`src/rtl/pfsp_pkg.sv`:
```
// ============================================================================
// pfsp_pkg
// Shared types, codes and helpers for the pixel frame stream parser.
// ============================================================================
package pfsp_pkg;

    localparam logic [8:0] MAX_GRID_DIM  = 9'd64;
    localparam int         Q_DEPTH       = 2;
    localparam logic [7:0] DEFAULT_RATE  = 8'd30;
    localparam logic [6:0] RESET_WIDTH   = 7'd32;
    localparam logic [6:0] RESET_HEIGHT  = 7'd16;
    localparam logic [6:0] ROW_SAT       = 7'd127;

    typedef enum logic [1:0] {
        EV_HEADER     = 2'd0,
        EV_PIXEL      = 2'd1,
        EV_BAD_MAGIC  = 2'd2,
        EV_FRAME_DONE = 2'd3
    } t_event;

    typedef struct packed {
        logic [7:0] data_byte;
        logic       file_start;
    } t_in;

    typedef struct packed {
        logic [1:0] event_res;
        logic [7:0] frame_rate;
        logic [5:0] row;
        logic [5:0] column;
        logic [7:0] red;
        logic [7:0] green;
        logic [7:0] blue;
        logic       end_of_frame;
    } t_out;

    typedef struct packed {
        t_event     evt;
        logic [7:0] rate;
        logic [5:0] row;
        logic [5:0] column;
        logic [7:0] red;
        logic [7:0] green;
        logic [7:0] blue;
        logic       eof;
    } t_cmd;

    function automatic logic [7:0] magic_byte(input logic [1:0] idx);
        logic [7:0] m;
        case (idx)
            2'd0:    m = 8'h4F;
            2'd1:    m = 8'h50;
            default: m = 8'h43;
        endcase
        return m;
    endfunction

    function automatic logic [6:0] clamp_dim(input logic [6:0] v);
        logic [6:0] d;
        if (v == 7'd0) begin
            d = 7'd1;
        end else if ({2'b00, v} > MAX_GRID_DIM) begin
            d = MAX_GRID_DIM[6:0];
        end else begin
            d = v;
        end
        return d;
    endfunction

    function automatic logic [6:0] row_inc(input logic [6:0] r);
        return (r < ROW_SAT) ? r + 7'd1 : r;
    endfunction

endpackage

```
`src/rtl/pixel_frame_stream_parser.sv`:
```
// ============================================================================
// pixel_frame_stream_parser
// Byte-stream parser for pixel animation files with an APB grid setup port.
// ============================================================================
// Throughput: one byte per cycle while the queue is not full; the parser step
// is combinational. A result is written into the queue at the edge that takes
// its byte and then into the output register once that is free; downstream
// stalls back up into the queue and then into the input ready.
// Reset: synchronous active-low; clears parser, queue, output valid, sets
// frame rate to 30 and grid to 32 x 16.
module pixel_frame_stream_parser
    import pfsp_pkg::*;
#(
    parameter int QUEUE_DEPTH = Q_DEPTH
)
(
    input  logic        i_clk,
    input  logic        i_rst_n,
    input  logic        i_valid,
    output logic        o_ready,
    input  t_in         i_data,
    output logic        o_valid,
    input  logic        i_ready,
    output t_out        o_data,
    input  logic        psel,
    input  logic        penable,
    input  logic        pwrite,
    input  logic [2:0]  paddr,
    input  logic [31:0] pwdata,
    output logic [31:0] prdata,
    output logic        pready
);

    localparam logic REG_GRID_WIDTH  = 1'b0;
    localparam logic REG_GRID_HEIGHT = 1'b1;

    logic [6:0] r_grid_width;
    logic [6:0] r_grid_height;
    logic       q_full, q_empty, q_push, q_pop;
    t_cmd       f_cmd, q_cmd;
    logic       cfg_wr;

    assign pready = 1'b1;
    assign cfg_wr = psel && penable && pwrite && pready;

    always_ff @(posedge i_clk) begin
        if (!i_rst_n) begin
            r_grid_width  <= RESET_WIDTH;
            r_grid_height <= RESET_HEIGHT;
        end else if (cfg_wr) begin
            unique case (paddr[2])
                REG_GRID_WIDTH:  r_grid_width  <= pwdata[6:0];
                REG_GRID_HEIGHT: r_grid_height <= pwdata[6:0];
                default: begin
                end
            endcase
        end
    end

    always_comb begin
        prdata = 32'd0;
        unique case (paddr[2])
            REG_GRID_WIDTH:  prdata = {25'd0, r_grid_width};
            REG_GRID_HEIGHT: prdata = {25'd0, r_grid_height};
            default: begin
            end
        endcase
    end

    pfsp_front u_front (
        .i_clk         (i_clk),
        .i_rst_n       (i_rst_n),
        .i_grid_width  (r_grid_width),
        .i_grid_height (r_grid_height),
        .i_valid       (i_valid),
        .i_data        (i_data),
        .o_ready       (o_ready),
        .i_q_full      (q_full),
        .o_push        (q_push),
        .o_cmd         (f_cmd)
    );

    pfsp_queue #(
        .DEPTH (QUEUE_DEPTH)
    ) u_queue (
        .i_clk   (i_clk),
        .i_rst_n (i_rst_n),
        .i_push  (q_push),
        .i_cmd   (f_cmd),
        .o_full  (q_full),
        .i_pop   (q_pop),
        .o_empty (q_empty),
        .o_cmd   (q_cmd)
    );

    pfsp_back u_back (
        .i_clk     (i_clk),
        .i_rst_n   (i_rst_n),
        .i_q_empty (q_empty),
        .i_cmd     (q_cmd),
        .o_pop     (q_pop),
        .o_valid   (o_valid),
        .i_ready   (i_ready),
        .o_data    (o_data)
    );

endmodule

```
`src/rtl/pfsp_front.sv`:
```
// ============================================================================
// pfsp_front
// Byte parser: tracks file/frame headers and payload, builds result commands.
// ============================================================================
module pfsp_front
    import pfsp_pkg::*;
(
    input  logic       i_clk,
    input  logic       i_rst_n,
    input  logic [6:0] i_grid_width,
    input  logic [6:0] i_grid_height,
    input  logic       i_valid,
    input  t_in        i_data,
    output logic       o_ready,
    input  logic       i_q_full,
    output logic       o_push,
    output t_cmd       o_cmd
);

    typedef enum logic [1:0] {
        PH_FILE_HDR,
        PH_FRAME_HDR,
        PH_PAYLOAD,
        PH_ERROR
    } t_phase;

    t_phase      r_phase, n_phase;
    logic [1:0]  r_hc, n_hc;
    logic [7:0]  r_len_hi, n_len_hi;
    logic [15:0] r_rem, n_rem;
    logic [1:0]  r_tc, n_tc;
    logic [7:0]  r_red, n_red;
    logic [7:0]  r_green, n_green;
    logic [6:0]  r_row, n_row;
    logic [6:0]  r_col, n_col;

    t_phase      e_phase;
    logic [1:0]  e_hc;
    logic [7:0]  e_len_hi;
    logic [15:0] e_rem;
    logic [1:0]  e_tc;
    logic [6:0]  e_row, e_col;
    logic [6:0]  w, h;
    logic [6:0] r0, c0, c1;
    logic [7:0]  b;
    logic        last, emit, accept;
    t_cmd        cmd;

    assign o_ready = !i_q_full;
    assign accept  = i_valid && o_ready;
    assign o_push  = accept && emit;
    assign o_cmd   = cmd;

    always_comb begin
        w  = clamp_dim(i_grid_width);
        h  = clamp_dim(i_grid_height);
        b  = i_data.data_byte;

        e_phase  = i_data.file_start ? PH_FILE_HDR : r_phase;
        e_hc     = i_data.file_start ? 2'd0 : r_hc;
        e_len_hi = i_data.file_start ? 8'd0 : r_len_hi;
        e_rem    = i_data.file_start ? 16'd0 : r_rem;
        e_tc     = i_data.file_start ? 2'd0 : r_tc;
        e_row    = i_data.file_start ? 7'd0 : r_row;
        e_col    = i_data.file_start ? 7'd0 : r_col;

        n_phase  = e_phase;
        n_hc     = e_hc;
        n_len_hi = e_len_hi;
        n_rem    = e_rem;
        n_tc     = e_tc;
        n_red    = r_red;
        n_green  = r_green;
        n_row    = e_row;
        n_col    = e_col;

        last = 1'b0;
        r0   = e_row;
        c0   = e_col;
        c1   = 7'd0;
        emit = 1'b0;
        cmd  = '0;
        cmd.evt = EV_HEADER;

        unique case (e_phase)
            PH_FILE_HDR: begin
                if (e_hc != 2'd3) begin
                    if (b != magic_byte(e_hc)) begin
                        n_phase = PH_ERROR;
                        n_hc    = 2'd0;
                        emit    = 1'b1;
                        cmd.evt = EV_BAD_MAGIC;
                    end else begin
                        n_hc = e_hc + 2'd1;
                    end
                end else begin
                    n_hc     = 2'd0;
                    n_phase  = PH_FRAME_HDR;
                    emit     = 1'b1;
                    cmd.evt  = EV_HEADER;
                    cmd.rate = (b == 8'd0) ? DEFAULT_RATE : b;
                end
            end
            PH_FRAME_HDR: begin
                if (e_hc != 2'd3) begin
                    if (e_hc == 2'd2) begin
                        n_len_hi = b;
                    end
                    n_hc = e_hc + 2'd1;
                end else begin
                    n_hc  = 2'd0;
                    n_rem = {e_len_hi, b};
                    n_tc  = 2'd0;
                    n_row = 7'd0;
                    n_col = 7'd0;
                    if ({e_len_hi, b} == 16'd0) begin
                        emit    = 1'b1;
                        cmd.evt = EV_FRAME_DONE;
                        cmd.eof = 1'b1;
                    end else begin
                        n_phase = PH_PAYLOAD;
                    end
                end
            end
            PH_PAYLOAD: begin
                n_rem = e_rem - 16'd1;
                last  = (e_rem == 16'd1);
                if (last) begin
                    n_phase = PH_FRAME_HDR;
                end
                if (e_tc == 2'd0) begin
                    n_red = b;
                    n_tc  = 2'd1;
                end else if (e_tc == 2'd1) begin
                    n_green = b;
                    n_tc    = 2'd2;
                end else begin
                    n_tc = 2'd0;
                    if (e_col >= w) begin
                        c0 = 7'd0;
                        r0 = row_inc(e_row);
                    end
                    c1 = c0 + 7'd1;
                    if (c1 >= w) begin
                        n_col = 7'd0;
                        n_row = row_inc(r0);
                    end else begin
                        n_col = c1;
                        n_row = r0;
                    end
                    if (r0 < h) begin
                        emit       = 1'b1;
                        cmd.evt    = EV_PIXEL;
                        cmd.row    = r0[5:0];
                        cmd.column = c0[5:0];
                        cmd.red    = r_red;
                        cmd.green  = r_green;
                        cmd.blue   = b;
                        cmd.eof    = last;
                    end
                end
                if (last) begin
                    n_tc = 2'd0;
                    if (!emit) begin
                        emit    = 1'b1;
                        cmd.evt = EV_FRAME_DONE;
                        cmd.eof = 1'b1;
                    end
                end
            end
            PH_ERROR: begin
            end
            default: begin
            end
        endcase
    end

    always_ff @(posedge i_clk) begin
        if (!i_rst_n) begin
            r_phase  <= PH_FILE_HDR;
            r_hc     <= 2'd0;
            r_len_hi <= 8'd0;
            r_rem    <= 16'd0;
            r_tc     <= 2'd0;
            r_red    <= 8'd0;
            r_green  <= 8'd0;
            r_row    <= 7'd0;
            r_col    <= 7'd0;
        end else if (accept) begin
            r_phase  <= n_phase;
            r_hc     <= n_hc;
            r_len_hi <= n_len_hi;
            r_rem    <= n_rem;
            r_tc     <= n_tc;
            r_red    <= n_red;
            r_green  <= n_green;
            r_row    <= n_row;
            r_col    <= n_col;
        end
    end

endmodule

```
`src/rtl/pfsp_queue.sv`:
```
// ============================================================================
// pfsp_queue
// Small FIFO decoupling the parser from the output stage.
// ============================================================================
module pfsp_queue
    import pfsp_pkg::*;
#(
    parameter int DEPTH = Q_DEPTH
)
(
    input  logic i_clk,
    input  logic i_rst_n,
    input  logic i_push,
    input  t_cmd i_cmd,
    output logic o_full,
    input  logic i_pop,
    output logic o_empty,
    output t_cmd o_cmd
);

    localparam int PTR_W = (DEPTH > 1) ? $clog2(DEPTH) : 1;
    localparam int CNT_W = $clog2(DEPTH + 1);

    t_cmd             r_mem [DEPTH];
    logic [PTR_W-1:0] r_wr, r_rd;
    logic [CNT_W-1:0] r_count;

    assign o_full  = (r_count == CNT_W'(DEPTH));
    assign o_empty = (r_count == '0);
    assign o_cmd   = r_mem[r_rd];

    always_ff @(posedge i_clk) begin
        if (i_push) begin
            r_mem[r_wr] <= i_cmd;
        end
    end

    always_ff @(posedge i_clk) begin
        if (!i_rst_n) begin
            r_wr    <= '0;
            r_rd    <= '0;
            r_count <= '0;
        end else begin
            if (i_push) begin
                r_wr <= (r_wr == PTR_W'(DEPTH - 1)) ? '0 : r_wr + PTR_W'(1);
            end
            if (i_pop) begin
                r_rd <= (r_rd == PTR_W'(DEPTH - 1)) ? '0 : r_rd + PTR_W'(1);
            end
            if (i_push && !i_pop) begin
                r_count <= r_count + CNT_W'(1);
            end else if (!i_push && i_pop) begin
                r_count <= r_count - CNT_W'(1);
            end
        end
    end

`ifndef SYNTHESIS
    a_no_overflow: assert property (@(posedge i_clk) disable iff (!i_rst_n)
        !(i_push && o_full))
        else $error("queue push while full");

    a_no_underflow: assert property (@(posedge i_clk) disable iff (!i_rst_n)
        !(i_pop && o_empty))
        else $error("queue pop while empty");

    a_count_track: assert property (@(posedge i_clk) disable iff (!i_rst_n)
        (i_push && !i_pop) |=> (r_count == $past(r_count) + CNT_W'(1)))
        else $error("queue count out of step");
`endif

endmodule

```
`src/rtl/pfsp_back.sv`:
```
// ============================================================================
// pfsp_back
// Output stage: stamps the frame rate onto each result and holds it for transfer.
// ============================================================================
module pfsp_back
    import pfsp_pkg::*;
(
    input  logic i_clk,
    input  logic i_rst_n,
    input  logic i_q_empty,
    input  t_cmd i_cmd,
    output logic o_pop,
    output logic o_valid,
    input  logic i_ready,
    output t_out o_data
);

    logic       r_valid;
    t_out       r_out;
    logic [7:0] r_rate;
    logic [7:0] rate_now;

    assign o_pop    = !i_q_empty && (!r_valid || i_ready);
    assign rate_now = (i_cmd.evt == EV_HEADER) ? i_cmd.rate : r_rate;
    assign o_valid  = r_valid;
    assign o_data   = r_out;

    always_ff @(posedge i_clk) begin
        if (!i_rst_n) begin
            r_valid <= 1'b0;
            r_rate  <= DEFAULT_RATE;
        end else begin
            if (o_pop) begin
                r_valid <= 1'b1;
                r_rate  <= rate_now;
            end else if (i_ready) begin
                r_valid <= 1'b0;
            end
        end
    end

    always_ff @(posedge i_clk) begin
        if (o_pop) begin
            r_out.event_res    <= i_cmd.evt;
            r_out.frame_rate   <= rate_now;
            r_out.row          <= i_cmd.row;
            r_out.column       <= i_cmd.column;
            r_out.red          <= i_cmd.red;
            r_out.green        <= i_cmd.green;
            r_out.blue         <= i_cmd.blue;
            r_out.end_of_frame <= i_cmd.eof;
        end
    end

endmodule

```
`config.mk`:
```
export PLATFORM = sky130hd
export DESIGN_NAME = pixel_frame_stream_parser
export DESIGN_NICKNAME = d
export VERILOG_FILES = /design/src/rtl/pfsp_pkg.sv /design/src/rtl/pixel_frame_stream_parser.sv /design/src/rtl/pfsp_front.sv /design/src/rtl/pfsp_queue.sv /design/src/rtl/pfsp_back.sv
export SDC_FILE = /design/constraint.sdc
export NUM_CORES = 1
export LEC_CHECK = 0
export BUFFER_PORTS_ARGS = -buffer_cell sky130_fd_sc_hd__buf_2
export CAP_MARGIN = 20
export CORE_UTILIZATION = 35
export CTS_CLUSTER_DIAMETER = 100
export CTS_CLUSTER_SIZE = 14
export DETAILED_ROUTE_END_ITERATION = 10
export SETUP_SLACK_MARGIN = 0.05
export SLEW_MARGIN = 10
export SYNTH_ARGS = -nofsm -noshare
export SYNTH_HDL_FRONTEND = slang
export SYNTH_SLANG_ARGS = --single-unit
```
`constraint.sdc`:
```
create_clock -name i_clk -period 5.2 [get_ports i_clk]
set_input_delay 0 -clock i_clk [delete_from_list [all_inputs] [get_ports i_clk]]
set_output_delay 0 -clock i_clk [all_outputs]
set_load 0.01 [all_outputs]
```
==> impl_results.md <==
* Final Slew Violations at 0
* Yosys cell types at 63
* Switch share at 29.1%
* Root buf cell: clkbuf_16
* Final Critical Period at 4.74 ns
* Comb pwr share at 23.2%
* CTS tree: yes
* Post-CTS Setup Bufs at 0
* Final Hold Fails at 0
* Via count at 7773
* Layout Utilization at 40.7%
* Clk_skew at 0.0164 ns
* CP max FO at 6
* Fin nets at 1183
* Synthesized instance count at 1014
* Global-route usage over all layers at 15.3%
* Mux contribution to synthesized area at 7.54%
* Reg power frac at 49.0%
* Total clock sinks at 229
* Sequential cell area fraction in the yosys report at 54.6%
* Gp weighted congestion at 0.823
* Drt first pass iters at 10
* Most frequent cells in the layout: edfxtp_1, nand2_1, dfxtp_1
* Register bit total from synthesis at 229
* Initial Utilization at 35.7%
* Wire per inst at 16.3 um
* Synth async-reset ratio at 0%
* Worst-margin pin slew at 0.848 ns
* RSZ-0062 raised after global routing: false
* DP Wirelength at 16400 um
* Final Setup Violations at 0
* Pleak at 4.78 nW
* Critical path class: flip-flop to flip-flop
* Critical Path Sink Type: flip-flop
* Clock slew at reported path FFs at 0.07 ns
* Int Pwr at 3.59 mW
* IO Port Bufs at 79
* Total die area at 32100 um^2
* Cell row count at 64
* Area added between synthesis and finish at 13.9%
* Main combinational cell family by area after synthesis: simple AND/OR/NAND/NOR gates
* Required @ worst endpoint at 5.60 ns
* Largest net degree at the start of global routing at 88
* Vias in the first global route at 7287
* Chip height at 179 um
* Number of flops mapped to enable cells by yosys at 141
* Outcome: finished, violations left
* TritonCTS buffer count at 20
* Sw power at 1.48 mW
* FMAX at 211 MHz
* Setup TNS at 0 ns
* DRC at 16
* Clock Power Share at 27.8%
* Mean Syn Cell Area at 10.8 um^2
* Synth Cell Area at 11000 um^2
* Top Ports at 133
* Fraction of layout cells with a size suffix above 1 at 16.3%
* Final WL at 24500 um
* ANT cells at 0
* VDD IR max at 0.165 mV
* Power Density at 405 nW/um^2
* Worst hold path class: input port to flip-flop
* Maxcap violations at 0
* Post-Synth Simple-Gate Area at 16.0%
* Arrival time worst endpoint at 5.14 ns
* Initial antenna violation count at 0
* Adder-Cell Fraction of Synth Area at 3.76%
* DRT iter0 DRCs at 659
* ANT nets after route at 0
* Setup crit start kind: flip-flop
* Most common cell after layout, fill and taps aside: edfxtp_1
* First-pass GRT wire length at 38800 um
* Max Root-Sink Buffers at 3
* Failing checks: design-rule violations
* Worst skew pair latency at 0.49 ns
* Relative slew slack at 43.0%
* Area fraction in compound gates after synthesis at 12.9%
* Gr ovfl total at 0
* Top_reg_cell synth: edfxtp_1
* Synth Area in XOR/XNOR at 0.638%
* Core box area at 30700 um^2
* Die outline width at 179 um
* Syn. warnings at 0
* H-tree depth at 1
* Avg Vias per Cell at 5.15
* Final period util at 91.1%
==> power groups by stage <==
stage | Sequential [mW] | Clock [mW] | Combinational [mW]
2_1_floorplan | 2.57 | 0 | 0.726
6_report | 2.48 | 1.41 | 1.18
5_1_grt | 2.52 | 1.52 | 1.31
3_5_place_dp | 2.53 | 0 | 1.18
4_1_cts | 2.49 | 1.46 | 1.20
3_3_place_gp | 2.52 | 0 | 1.17
==> area by class of cell <==
| type | instances | area [um^2] |
|---|---|---|
| sequential | 229 | 6000 |
| tap | 396 | 495 |
| fill | 2990 | 18200 |
| clock inverter | 1 | 8.76 |
| inverter | 31 | 116 |
| timing repair buffer | 114 | 713 |
| clock buffer | 35 | 588 |
| multi-input combinational | 703 | 4590 |
==> per-stage QoR <==
stage / cells / hold WS (ns) / total power, mW / setup slack [ns] / instance area [um^2]
2_1_floorplan: 1038 / 0.124 / 3.30 / 0.292 / 11100
3_3_place_gp: 1456 / 0.245 / 3.69 / 0.518 / 11700
3_5_place_dp: 1456 / 0.254 / 3.71 / 0.418 / 11700
4_1_cts: 1509 / 0.000923 / 5.14 / 0.389 / 12500
5_1_grt: 1509 / 0.0616 / 5.36 / 0.134 / 12500
6_report: 1509 / 0.0181 / 5.07 / 0.460 / 12500
==> cell families (layout without fill, tap and decap cells) <==
logic type / after synthesis / count (layout)
adders and majority gates: 33 / 33
DFF: 229 / 229
and+or+nand+nor: 345 / 345
muxes: 77 / 77
xor gates and xnor gates: 8 / 8
buffers and inverters: 106 / 181
other: 2 / 26
AOI/OAI and AO/OA: 214 / 214
==> cell usage after synthesis (31+ instances only) <==
cell | n | area share (%)
mux2i_1 | 31 | 2.8
clkbuf_1 | 44 | 1.5
mux2_2 | 46 | 4.7
dfxtp_1 | 88 | 16
nor2_1 | 47 | 1.6
a21oi_1 | 42 | 1.9
and2_1 | 45 | 2.6
o21ai_0 | 54 | 2.5
edfxtp_1 | 141 | 39
ha_1 | 33 | 3.8
nand2_1 | 111 | 3.8
nor2b_1 | 47 | 2.7
==> critical path: stages (launching register included) <==
cell and delay, ns:
dfxtp_1 0.33, nor3_1 0.18, a21oi_1 0.09, nor2_1 0.15
ha_1 0.25, nand2b_1 0.13, a211oi_1 0.35, o31a_1 0.37
o21ai_0 0.18, a21o_1 0.26, inv_1 0.08, ha_1 0.24
a21oi_1 0.16, nor2b_1 0.06, o21ai_0 0.14, nand3b_1 0.10
a31oi_2 0.29, nand3_1 0.12, o21bai_1 0.18, buf_4 0.17
ha_1 0.27, or3_1 0.38, a21boi_0 0.18
==> registers in the layout (all words and copies together), names as in the netlist, named ones only <==
signal and cells:
u_queue.r_count 2, u_back.r_rate 8, u_back.o_data 47, u_queue.r_mem 94
u_front.r_rem 16, u_front.r_phase 2, u_queue.r_wr 1, u_front.r_len_hi 8
u_front.r_hc 2, u_back.o_valid 1, u_front.r_tc 2, r_grid_height 7
r_grid_width 7, u_front.r_red 8, u_front.r_row 7, u_front.r_green 8
u_front.r_col 7, u_queue.r_rd 1
==> path summary, 6_finish.rpt <==
path | cells after the start | startpoint | endpoint | slack, ns
worst max register to register | 22 | r_grid_width[1] | u_queue.r_count[1] | 0.46
worst max-delay path | 22 | r_grid_width[1] | u_queue.r_count[1] | 0.46
worst min register to register | 2 | u_back.r_rate[4] | u_back.r_rate[4] | 0.47
worst min-delay path | 5 | pwrite | r_grid_height[3] | 0.02
==> metal layers <==
metal	global-route usage, %	share of wire (%)	vias to the layer above
li1	-	-	3795
met2	25.2	46	233
met3	2.01	5.4	34
met5	0	0	-
met1	20.9	47	3711
met4	4.31	2.3	0
==> repair_timing <==
| item | CTS | global route |
|---|---|---|
| endpoints found under the hold margin | 34 | 0 |
| endpoints found under the setup margin | 0 | 1 |
| hold buffers | 17 | 0 |
| resized for setup | 0 | 1 |
No activity file was read; power rests on OpenSTA's default activity.
